===== config.mk =====
export PLATFORM = sky130hd
export DESIGN_NAME = inode_reference_table
export DESIGN_NICKNAME = d
export VERILOG_FILES = /design/src/sv/irt_pkg.sv /design/src/sv/irt_ram.sv /design/src/sv/irt_locate.sv /design/src/sv/inode_reference_table.sv
export SDC_FILE = /design/constraint.sdc
export NUM_CORES = 1
export LEC_CHECK = 0
export ABC_AREA = 1
export BUFFER_PORTS_ARGS = -buffer_cell sky130_fd_sc_hd__buf_2
export CAP_MARGIN = 20
export CORE_AREA = 2 2 277 279
export CTS_CLUSTER_SIZE = 28
export DETAILED_ROUTE_END_ITERATION = 8
export DIE_AREA = 0 0 279 281
export PLACE_DENSITY_LB_ADDON = 0.12
export RECOVER_POWER = 50
export SYNTH_ARGS = -nofsm -noshare
export SYNTH_HDL_FRONTEND = slang
export SYNTH_SLANG_ARGS = --single-unit

===== constraint.sdc =====
create_clock -name clk -period 6.71 [get_ports clk]
set_clock_uncertainty 0.15 [all_clocks]
set_input_delay 0.3355 -clock clk [delete_from_list [all_inputs] [get_ports clk]]
set_output_delay 0.3355 -clock clk [all_outputs]
set_load 0.005 [all_outputs]

===== src/sv/irt_pkg.sv =====
// ----------------------------------------------------------------------------
// irt_pkg: shared definitions for the inode reference table
// Widths, status codes, register indexes and the address result bundle.
// ----------------------------------------------------------------------------
package irt_pkg;

  localparam int TABLE_SLOTS_DEF      = 32;
  localparam int INODE_BYTES_DEF      = 32;
  localparam int DISK_BLOCK_BYTES_DEF = 1024;

  localparam int NUM_W  = 16;
  localparam int CNT_W  = 8;
  localparam int SLOT_W = 5;
  localparam int OFF_W  = 10;
  localparam int BLK_W  = 16;
  localparam int STAT_W = 3;
  localparam int CFG_W  = 8;
  localparam int IDX_W  = 8;

  localparam logic [CNT_W-1:0] CNT_MAX   = '1;
  localparam logic [NUM_W-1:0] AREA_BASE = 16'd2;

  typedef logic [STAT_W-1:0] status_t;
  localparam status_t ST_HIT      = 3'd0;
  localparam status_t ST_FETCH    = 3'd1;
  localparam status_t ST_FULL     = 3'd2;
  localparam status_t ST_UNUSED   = 3'd3;
  localparam status_t ST_OVERFLOW = 3'd4;

  localparam logic [IDX_W-1:0] REG_IMAP = 8'd0;
  localparam logic [IDX_W-1:0] REG_ZMAP = 8'd1;

  // result of the address unit
  typedef struct packed {
    logic             done;
    logic [BLK_W-1:0] block_q;
    logic [OFF_W-1:0] offset;
  } loc_res_t;

endpackage


===== src/sv/irt_ram.sv =====
// ----------------------------------------------------------------------------
// irt_ram: generic single-port-write, single-port-read RAM
// One write and one registered read per cycle.
// ----------------------------------------------------------------------------
module irt_ram #(
  parameter int WIDTH = 24,
  parameter int DEPTH = 32
) (
  input  logic                     clk,
  input  logic                     we,
  input  logic [$clog2(DEPTH)-1:0] waddr,
  input  logic [WIDTH-1:0]         wdata,
  input  logic [$clog2(DEPTH)-1:0] raddr,
  output logic [WIDTH-1:0]         rdata
);

  logic [WIDTH-1:0] mem [DEPTH];

  always_ff @(posedge clk) begin
    if (we) begin
      mem[waddr] <= wdata;
    end
    rdata <= mem[raddr];
  end

endmodule


===== src/sv/irt_locate.sv =====
// ----------------------------------------------------------------------------
// irt_locate: inode number to disk block and byte offset
// One registered multiply; block and offset are the high and low parts of it.
// ----------------------------------------------------------------------------
module irt_locate
  import irt_pkg::*;
#(
  parameter int INODE_BYTES      = INODE_BYTES_DEF,
  parameter int DISK_BLOCK_BYTES = DISK_BLOCK_BYTES_DEF
) (
  input  logic             clk,
  input  logic             rst,
  input  logic             start,
  input  logic [NUM_W-1:0] number,
  output loc_res_t         res
);

  localparam int BW = NUM_W + $clog2(INODE_BYTES);
  localparam int RW = $clog2(DISK_BLOCK_BYTES);

  logic [BW-1:0]    prod;
  logic             done;
  logic [NUM_W-1:0] idx;

  assign idx = number - 16'd1;

  // stays set once the first address is in
  always_ff @(posedge clk) begin
    if (rst) begin
      done <= 1'b0;
    end else if (start) begin
      done <= 1'b1;
    end
  end

  always_ff @(posedge clk) begin
    if (start) begin
      prod <= BW'(idx * INODE_BYTES);
    end
  end

  // block size is a power of two: quotient is a shift, remainder a mask
  assign res.done    = done;
  assign res.block_q = BLK_W'(prod >> RW);
  assign res.offset  = OFF_W'(prod[RW-1:0]);

endmodule


===== src/sv/inode_reference_table.sv =====
// ----------------------------------------------------------------------------
// inode_reference_table: reference-counted in-memory inode table
// Lookup, claim and release of inode slots with disk address generation.
// ----------------------------------------------------------------------------
// One item is worked at a time. A get scans the slot RAM one slot per cycle
// through its single read port: a hit ends the scan at its slot, a miss reads
// every slot. The disk address is worked out by a registered multiply beside
// the scan; INODE_BYTES and DISK_BLOCK_BYTES must be powers of two. A put
// reads its slot and lowers its count if it is not zero; a put on a slot index
// beyond the table goes straight to the output. The result sits in an output
// register, so the next item is taken while it waits; that next result then
// waits inside the block, with the input closed, until the first is taken.
// The slot table needs no clearing pass after reset: per-slot valid flops
// make an unwritten slot read as free.
// ----------------------------------------------------------------------------
module inode_reference_table
  import irt_pkg::*;
#(
  parameter int TABLE_SLOTS      = TABLE_SLOTS_DEF,
  parameter int INODE_BYTES      = INODE_BYTES_DEF,
  parameter int DISK_BLOCK_BYTES = DISK_BLOCK_BYTES_DEF
) (
  input  logic              clk,
  input  logic              rst,
  input  logic              s_tvalid,
  output logic              s_tready,
  input  logic [23:0]       s_tdata,   // inode_number, slot, links_zero, dirty
  input  logic              s_tuser,   // action
  output logic              m_tvalid,
  input  logic              m_tready,
  output logic [55:0]       m_tdata,   // slot_index, disk_block, block_offset,
                                       // write_back, release_inode, released_number
  output logic [STAT_W-1:0] m_tuser,   // status
  input  logic              cfg_valid,
  output logic              cfg_ready,
  input  logic [IDX_W-1:0]  cfg_index,
  input  logic [CFG_W-1:0]  cfg_data
);

  localparam int SW = $clog2(TABLE_SLOTS);
  localparam int MW = NUM_W + CNT_W;

  typedef enum logic [5:0] {
    S_IDLE   = 6'b000001,
    S_SCAN   = 6'b000010,
    S_UPDATE = 6'b000100,
    S_PREAD  = 6'b001000,
    S_PCHECK = 6'b010000,
    S_OUT    = 6'b100000
  } state_t;

  state_t state;

  logic [CFG_W-1:0] imap_count;
  logic [CFG_W-1:0] zmap_count;

  // input fields
  logic              in_action;
  logic [NUM_W-1:0]  in_number;
  logic [SLOT_W-1:0] in_slot;
  logic              in_links_zero;
  logic              in_dirty;
  logic              accept;
  logic              slot_ok;

  assign in_action     = s_tuser;
  assign in_number     = s_tdata[15:0];
  assign in_slot       = s_tdata[20:16];
  assign in_links_zero = s_tdata[21];
  assign in_dirty      = s_tdata[22];
  assign s_tready      = (state == S_IDLE);
  assign accept        = s_tvalid && s_tready;
  assign slot_ok       = (32'(in_slot) < 32'(TABLE_SLOTS));
  assign cfg_ready     = 1'b1;

  // held item
  logic [NUM_W-1:0]  item_number;
  logic [SLOT_W-1:0] item_slot;
  logic              item_links_zero;
  logic              item_dirty;

  // scan
  logic [SW-1:0]     ptr;
  logic              issuing;
  logic              chk_vld;
  logic [SW-1:0]     chk_idx;
  logic              hit;
  logic [SW-1:0]     hit_slot;
  logic [CNT_W-1:0]  hit_cnt;
  logic              have_free;
  logic [SW-1:0]     spare_slot;

  // result being built
  status_t           res_status;
  logic [SLOT_W-1:0] res_slot;
  logic              res_wb;
  logic              res_rel;
  logic [NUM_W-1:0]  res_num;
  logic              use_loc;

  // slot RAM: {number, count}; valid flops mark entries ever written
  logic [TABLE_SLOTS-1:0] valid;
  logic              ram_we;
  logic [SW-1:0]     ram_waddr;
  logic [MW-1:0]     ram_wdata;
  logic [SW-1:0]     ram_raddr;
  logic [MW-1:0]     ram_rdata;
  logic              rd_v;
  logic [CNT_W-1:0]  rd_cnt;
  logic [NUM_W-1:0]  rd_num;

  irt_ram #(
    .WIDTH (MW),
    .DEPTH (TABLE_SLOTS)
  ) u_ram (
    .clk   (clk),
    .we    (ram_we),
    .waddr (ram_waddr),
    .wdata (ram_wdata),
    .raddr (ram_raddr),
    .rdata (ram_rdata)
  );

  assign ram_raddr = (state == S_SCAN) ? ptr : SW'(item_slot);
  assign rd_cnt    = rd_v ? ram_rdata[CNT_W-1:0] : '0;
  assign rd_num    = ram_rdata[CNT_W +: NUM_W];

  always_ff @(posedge clk) begin
    if (rst) begin
      rd_v  <= 1'b0;
      valid <= '0;
    end else begin
      rd_v <= valid[ram_raddr];
      if (ram_we) begin
        valid[ram_waddr] <= 1'b1;
      end
    end
  end

  always_comb begin
    ram_we    = 1'b0;
    ram_waddr = hit_slot;
    ram_wdata = {item_number, hit_cnt + 8'd1};
    if (state == S_UPDATE) begin
      if (hit) begin
        ram_we = (hit_cnt != CNT_MAX);
      end else if (have_free) begin
        ram_we    = 1'b1;
        ram_waddr = spare_slot;
        ram_wdata = {item_number, 8'd1};
      end
    end else if (state == S_PCHECK) begin
      ram_we    = (rd_cnt != '0);
      ram_waddr = SW'(item_slot);
      ram_wdata = {rd_num, rd_cnt - 8'd1};
    end
  end

  // address unit
  loc_res_t         loc;
  logic             loc_start;
  logic [NUM_W-1:0] loc_number;

  assign loc_start  = (accept && !in_action) || (state == S_PCHECK && rd_cnt != '0);
  assign loc_number = (state == S_IDLE) ? in_number : rd_num;

  irt_locate #(
    .INODE_BYTES      (INODE_BYTES),
    .DISK_BLOCK_BYTES (DISK_BLOCK_BYTES)
  ) u_locate (
    .clk    (clk),
    .rst    (rst),
    .start  (loc_start),
    .number (loc_number),
    .res    (loc)
  );

  logic out_load;
  logic [BLK_W-1:0] out_block;
  logic [OFF_W-1:0] out_offset;

  assign out_load   = (state == S_OUT) && (!m_tvalid || m_tready) && (!use_loc || loc.done);
  assign out_block  = use_loc ? (AREA_BASE + 16'(imap_count) + 16'(zmap_count) + loc.block_q)
                              : '0;
  assign out_offset = use_loc ? loc.offset : '0;

  // configuration
  always_ff @(posedge clk) begin
    if (rst) begin
      imap_count <= 8'd1;
      zmap_count <= 8'd1;
    end else if (cfg_valid) begin
      case (cfg_index)
        REG_IMAP: imap_count <= cfg_data;
        REG_ZMAP: zmap_count <= cfg_data;
        default:  ;
      endcase
    end
  end

  // control
  always_ff @(posedge clk) begin
    if (rst) begin
      state   <= S_IDLE;
      issuing <= 1'b0;
      chk_vld <= 1'b0;
    end else begin
      chk_vld <= (state == S_SCAN) && issuing;
      case (state)
        S_IDLE: begin
          if (accept) begin
            if (!in_action) begin
              state   <= S_SCAN;
              issuing <= 1'b1;
            end else if (slot_ok) begin
              state <= S_PREAD;
            end else begin
              state <= S_OUT;
            end
          end
        end
        S_SCAN: begin
          if (chk_vld && ((rd_cnt != '0 && rd_num == item_number) ||
                          chk_idx == SW'(TABLE_SLOTS - 1))) begin
            state   <= S_UPDATE;
            issuing <= 1'b0;
          end else if (issuing && ptr == SW'(TABLE_SLOTS - 1)) begin
            issuing <= 1'b0;
          end
        end
        S_UPDATE: state <= S_OUT;
        S_PREAD:  state <= S_PCHECK;
        S_PCHECK: state <= S_OUT;
        S_OUT: begin
          if (out_load) begin
            state <= S_IDLE;
          end
        end
        default: state <= S_IDLE;
      endcase
    end
  end

  // datapath
  always_ff @(posedge clk) begin
    chk_idx <= ptr;
    case (state)
      S_IDLE: begin
        if (accept) begin
          item_number     <= in_number;
          item_slot       <= in_slot;
          item_links_zero <= in_links_zero;
          item_dirty      <= in_dirty;
          ptr             <= '0;
          hit             <= 1'b0;
          have_free       <= 1'b0;
          res_wb          <= 1'b0;
          res_rel         <= 1'b0;
          res_slot        <= in_slot;
          if (!in_action) begin
            res_num <= in_number;
            use_loc <= 1'b1;
          end else begin
            res_status <= ST_UNUSED;
            res_num    <= '0;
            use_loc    <= 1'b0;
          end
        end
      end
      S_SCAN: begin
        if (issuing) begin
          ptr <= ptr + SW'(1);
        end
        if (chk_vld) begin
          if (rd_cnt != '0) begin
            if (rd_num == item_number) begin
              hit      <= 1'b1;
              hit_slot <= chk_idx;
              hit_cnt  <= rd_cnt;
            end
          end else begin
            have_free  <= 1'b1;
            spare_slot <= chk_idx;
          end
        end
      end
      S_UPDATE: begin
        if (hit) begin
          res_slot   <= SLOT_W'(hit_slot);
          res_status <= (hit_cnt == CNT_MAX) ? ST_OVERFLOW : ST_HIT;
        end else if (have_free) begin
          res_slot   <= SLOT_W'(spare_slot);
          res_status <= ST_FETCH;
        end else begin
          res_slot   <= '0;
          res_status <= ST_FULL;
        end
      end
      S_PCHECK: begin
        if (rd_cnt == '0) begin
          res_status <= ST_UNUSED;
        end else begin
          res_status <= ST_HIT;
          res_num    <= rd_num;
          use_loc    <= 1'b1;
          // count one means this put takes it to zero
          res_wb     <= (rd_cnt == 8'd1) && (item_dirty || item_links_zero);
          res_rel    <= (rd_cnt == 8'd1) && item_links_zero;
        end
      end
      default: ;
    endcase
  end

  // output register
  always_ff @(posedge clk) begin
    if (rst) begin
      m_tvalid <= 1'b0;
    end else if (out_load) begin
      m_tvalid <= 1'b1;
    end else if (m_tready) begin
      m_tvalid <= 1'b0;
    end
  end

  always_ff @(posedge clk) begin
    if (out_load) begin
      m_tuser <= res_status;
      m_tdata <= {7'd0, res_num, res_rel, res_wb, out_offset, out_block, res_slot};
    end
  end

endmodule


# Word-level counts from Yosys, hierarchy flattened
# Memories as Yosys holds them, arrays and structs flattened. A register that Yosys moved wholly into a read port is not among the register bits.
# Cells that the tools add are included.
# word_totals
memories,1
ram_bits,768
ff_bits,202
word_cells,177
output_inout_bits,62
# memory_table
memory,words,word_bits,rd,rd_ports_with_merged_regs,wr,line_no,rtl
u_ram.mem,32,24,1,1,1,irt_ram.sv:17,logic [WIDTH-1:0] mem [DEPTH];
# op_classes
n_mux,67
eq_ne,25
n_addsub,7
n_bitwise,2
reduce_logical,42
n_lt_le_gt_ge,3
# ops
operator,count
2-to-1 mux 16 bit,4
2-to-1 mux 5 bit,10
2-to-1 mux 24 bit,2
bitwise OR 32 bit,1
case mux 16 bit (2 select lines),1
case mux 6 bit (5 select lines),1
2-to-1 mux 1 bit,25
2-to-1 mux 8 bit,3
case mux 5 bit (2 select lines),2
2-to-1 mux 6 bit,3
== test 16 bit,1
== test 8 x 1 -> 1 bit (second input constant),2
logical NOT 8 bit,2
subtractor 16 x 1 -> 16 bit (second input constant),1
AND reduction 3 bit,5
adder 10 x 11 -> 12 bit,1
logical AND 1 bit,12
< comparator 5 x 6 -> 1 bit (second input constant),2
2-to-1 mux 3 bit,4
inequality test 2 bit (second input constant),6
case mux 1 bit (2 select lines),6
AND reduction 4 bit,3
adder 9 x 8 -> 10 bit,1
== test 5 bit (second input constant),2
29 further kinds,46

# Logic depth before layout (Yosys ltp)
# depth
ltp_word,8
ltp_mapped,16
depth_no_buf,15

# Modules after synthesis
# A second synthesis with hierarchy kept.
# unflattened
cells_unflattened,3792
area_unflattened_um2,41911.4
# by_module_without_submodules
mod,n_inst,cells_each,area_each_um2
irt_ram,1,2665,31760.5
inode_reference_table,1,1014,9138.8
irt_locate,1,113,1012.2

# Worst setup path before layout
# Ideal clock, no wire load.
# synth_path
path_type,flip-flop to flip-flop
start,reg state[2]
end,reg res_num[0] (enable)
path_stages_with_launch,9
path_slack_ps,3348
path_buffers,1
setup_time_ps,425
arrival_time_ps,2787
cell_sequence,dfxtp_1 -> nor2_4 -> nand2_1 -> nor3_4 -> buf_6 -> clkinv_1 -> nand2_1 -> inv_1 -> a211oi_1
# synth_via
elab_chain_len,4
elab_cells_between_ends,7
classes_between,eq/ne (4); reduce/logical (3)
# synth_rtl
item,line_no,rtl
from (decl),inode_reference_table.sv:52,state_t state;
from (signal assigned),inode_reference_table.sv:204,state <= S_IDLE;
from (signal assigned),inode_reference_table.sv:213,state <= S_SCAN;
from (signal assigned),inode_reference_table.sv:216,state <= S_PREAD;
== test 6 x 1 -> 1 bit,"inode_reference_table.sv:71, inode_reference_table.sv:247",
logical AND 1 bit,inode_reference_table.sv:72,assign accept = s_tvalid && s_tready;
inequality test 2 x 1 -> 1 bit (no line),--,
AND reduction 3 bit (no line) (*),--,
to (signal assigned),inode_reference_table.sv:261,res_num <= in_number;
to (signal assigned),inode_reference_table.sv:304,res_num <= rd_num;
to (decl),inode_reference_table.sv:98,logic [NUM_W-1:0] res_num;
# Mark *: on every way between the ends. The rest lies on a longest branch, timed or not.
# A chain may end at the register's enable or synchronous reset.

# Worst setup path after layout
# layout_path
start,reg state[5]
end,mem u_ram.mem[2][3] (enable)
# layout_via
elab_chain_len,5
elab_cells_between_ends,8
classes_between,eq/ne (2); mux (6)
# layout_rtl
item,line_no,rtl
== test 6 x 5 -> 1 bit,inode_reference_table.sv:152,end else if (state == S_PCHECK) begin
2-to-1 mux 1 bit,inode_reference_table.sv:152,
2-to-1 mux 1 bit,inode_reference_table.sv:144,if (state == S_UPDATE) begin
2-to-1 mux 1 bit,irt_ram.sv:20,if (we) begin
2-to-1 mux 1 bit (implied by the code),irt_ram.sv:21,mem[waddr] <= wdata;
to (decl),irt_ram.sv:17,
# Parallel ways exist; a longest one is shown, timed or not.

==> flow_summary.ini <==
[sta]
worst_slew_pin_slew_ns = 2.39
setup_viol = 0
tns_ns = 0
fin_crit_sh_pct = 74.9
fmax_mhz = 199
hold_viol = 0
relSlewSlack_pct = -59.5
period_needed_ns = 5.02
rsz0062_at_grt = false
finalMaxSlewViolations = 201

[floorplanning]
fp.dieH_um = 281
rows = 101
die_area_mm2 = 0.0784
design.core.area_mm2 = 0.0754
die_w_um = 279
ios = 108
start_util_pct = 55.3

[setup_path]
cp_slowest_stage_delay_ns = 0.86
worstPathCellList = nor2_1, nand4_1, nor2_1, nor2_1, nand2_1, nand3_1, inv_2, nand2_1, nor2_4
crit_buf_inv = 1
crit_arrival_ns = 5.14
cp_num_cells = 9
critical_path.top_delay_family = simple AND/OR/NAND/NOR gates
worst-path-max-fanout = 25
crit_top_cell = nor2_1
critPathLaunchType = register
reg2reg_depth = 9
worstSetupEndpointType = register
worstReg2RegStart = state[5]
crit_type = reg -> reg
cp-endpoint = u_ram.mem[2][3]
timing.rr.end = u_ram.mem[2][3]
crit_required_ns = 6.83
crit_slowest_cell = nor2_4
r2r_slack_ns = 1.69
cp-startpoint = state[5]

[clock_tree]
cts_buffers = 101
cts_resized = 0
cts_tree = done
insertion_delay_ns = 0.67
cts_hold_buf = 41
post_cts_buffers = 0
clk_path_buf_depth = 3
cts-root-buf = clkbuf_16
htreeDepth = 3
cts_sinks = 990
path_clk_slew_ns = 0.06

[status]
violations = capacitance limit, slew limit
outcome = complete, but fails checks

[grt]
overflow = 0
grt_pass1_wl_mm = 146
antenna_found_initial = 0
track_usage_pct = 24.7
grt_max_degree = 176
grt_pass1_vias = 24800

[yosys]
synthTopCellsByCount = 1141 x nand2_1, 902 x edfxtp_1, 382 x inv_1
ys.flop_type = edfxtp_1
yosysTopAreaCell = edfxtp_1
yosys.area.top_type_share_pct = 64.9
yosysMostFrequentCell = nand2_1
synth_seq_cells = 990
synth_area_leaders = edfxtp_1 65%, nand2_1 10%, nand3_1 4.3%
synthCells = 3716
netlist_area_mm2 = 0.0418
seq_area_frac_synth_pct = 69.1
yosys_warnings = 0
synth.distinct_cells = 47
synth_edf_count = 902
async_reset_ff_share_pct = 0
avgSynthCellArea_um2 = 11.2

[run]
max_cap_violations = 6

[route]
vias = 26700
drc_errors = 0
ant_nets = 0
firstDrtPassIters = 6
wl_per_cell_um = 19.9
wl_mm = 97.0
viasPerCell = 5.47
drtIter0Drc = 2406

[placed_design]
gp_congestion = 0.859
placed_cells = 4655
dpl.hpwl_mm = 54.2
portBuffers = 89

[power]
seqPwrFrac_pct = 45.4
p_clk_share_pct = 33.8
leakage_uw = 0.0180
switchingPower_uw = 5030
power_uw = 16600
p_comb_share_pct = 20.8
p_sw_share_pct = 30.3
p_int_uw = 11600
ir_drop_uv = 212
powerDensity_mw_per_mm2 = 356

[final_layout]
drive_above_1_share_pct = 7.55
area_growth_pct = 11.7
diodes = 0
nFillCells = 5970
fin_nets = 3896
stdcell_count = 4887

[worst_hold_path]
min-delay-start = rst
hold_class = in -> reg
==> metal layers <==
| metal | share of wire, % | GRT usage (%) | vias up |
|---|---|---|---|
| met5 | 0 | 0 | - |
| met4 | 2.1 | 7.09 | 0 |
| met3 | 6.2 | 2.97 | 129 |
| met2 | 47 | 40.5 | 819 |
| met1 | 45 | 35.2 | 12900 |
| li1 | - | - | 12900 |
==> how the worst min path moves through the flow <==
stage / to / cells after the start
4_1_cts: m_tvalid / 3
2_1_floorplan: chk_idx[3] / 0
6_report: m_tvalid / 3
3_3_place_gp: chk_idx[3] / 0
3_5_place_dp: chk_idx[3] / 0
5_1_grt: valid[7] / 3
==> power by group through the flow <==
stage	combinational [µW]	clock (µW)	sequential, µW
4_1_cts	3500	5660	7510
3_5_place_dp	3470	0	7640
3_3_place_gp	3420	0	7630
6_report	3450	5600	7530
5_1_grt	3830	5900	7550
2_1_floorplan	2450	0	7580
==> through the flow <==
| stage | hold slack (ns) | instance area, µm² | setup WS (ns) | utilization (%) |
|---|---|---|---|---|
| 2_1_floorplan | 0.198 | 41800 | 3.35 | - |
| 3_3_place_gp | 0.218 | 43100 | 2.87 | 57.2 |
| 3_5_place_dp | 0.223 | 43200 | 2.81 | 57.2 |
| 4_1_cts | 0.110 | 46900 | 2.80 | 62.2 |
| 5_1_grt | 0.171 | 46600 | 1.30 | 61.8 |
| 6_report | 0.136 | 46600 | 1.69 | 61.8 |
==> kinds of logic (layout without fill, tap and decap cells) <==
group           Yosys count  after routing  share of synthesized area, %
compound gates          408            408                          6.51
other cells               2             17                        0.0180
fa+ha+maj                26             26                         0.923
simple gates           1663           1663                          16.6
buf+inv                 600            778                          6.25
flops                   990            990                          69.1
xor+xnor                 27             27                         0.566
==> flip-flops by register name, indices dropped and copies added, names as in the netlist, 8 cells and up <==
signal,cells
u_ram.mem,768
imap_count,8
hit_cnt,8
zmap_count,8
u_ram.rdata,24
m_tdata,40
item_number,16
res_num,16
u_locate.prod,16
valid,32
==> layout make-up <==
cell class                 instances  area (µm²)  area share, %
sequential                       990       28800           61.9
tap                              978        1220           2.62
clock inverter                    67         644           1.38
multi-input combinational       2141       10500           22.5
timing repair buffer             198        1280           2.75
inverter                         392        1470           3.16
clock buffer                     121        2680           5.76
==> worst register-to-register path: cells and delay by family (launching register included) <==
kind          cells  cell delay (ns)
simple gates      8             3.89
buf+inv           1             0.23
flops             1             0.34
==> layout by cell type (no fill, tap or decap), types with 3 or more instances in the layout <==
cell / n
inv_1: 381
o211ai_1: 228
o21ai_0: 81
inv_2: 8
buf_12: 4
nand3_1: 365
nand4_1: 8
nand3_2: 3
buf_4: 37
nor3_1: 8
xnor2_1: 7
nand3b_1: 4
a21oi_1: 51
conb_1: 17
clkbuf_8: 6
xor2_1: 20
a21o_1: 24
clkbuf_1: 84
clkbuf_16: 102
edfxtp_1: 902
clkinv_1: 21
o21ai_4: 3
nor2_1: 100
fa_1: 8
dlygate4sd3_1: 41
dfxtp_1: 88
nor2_4: 16
o21ai_2: 3
nand2_2: 6
o21ai_1: 4
buf_2: 43
clkinvlp_4: 8
bufinv_16: 11
nand2_1: 1140
a211oi_1: 6
ha_1: 18
inv_6: 5
clkinv_2: 21
Power figures use the tool's default switching activity.
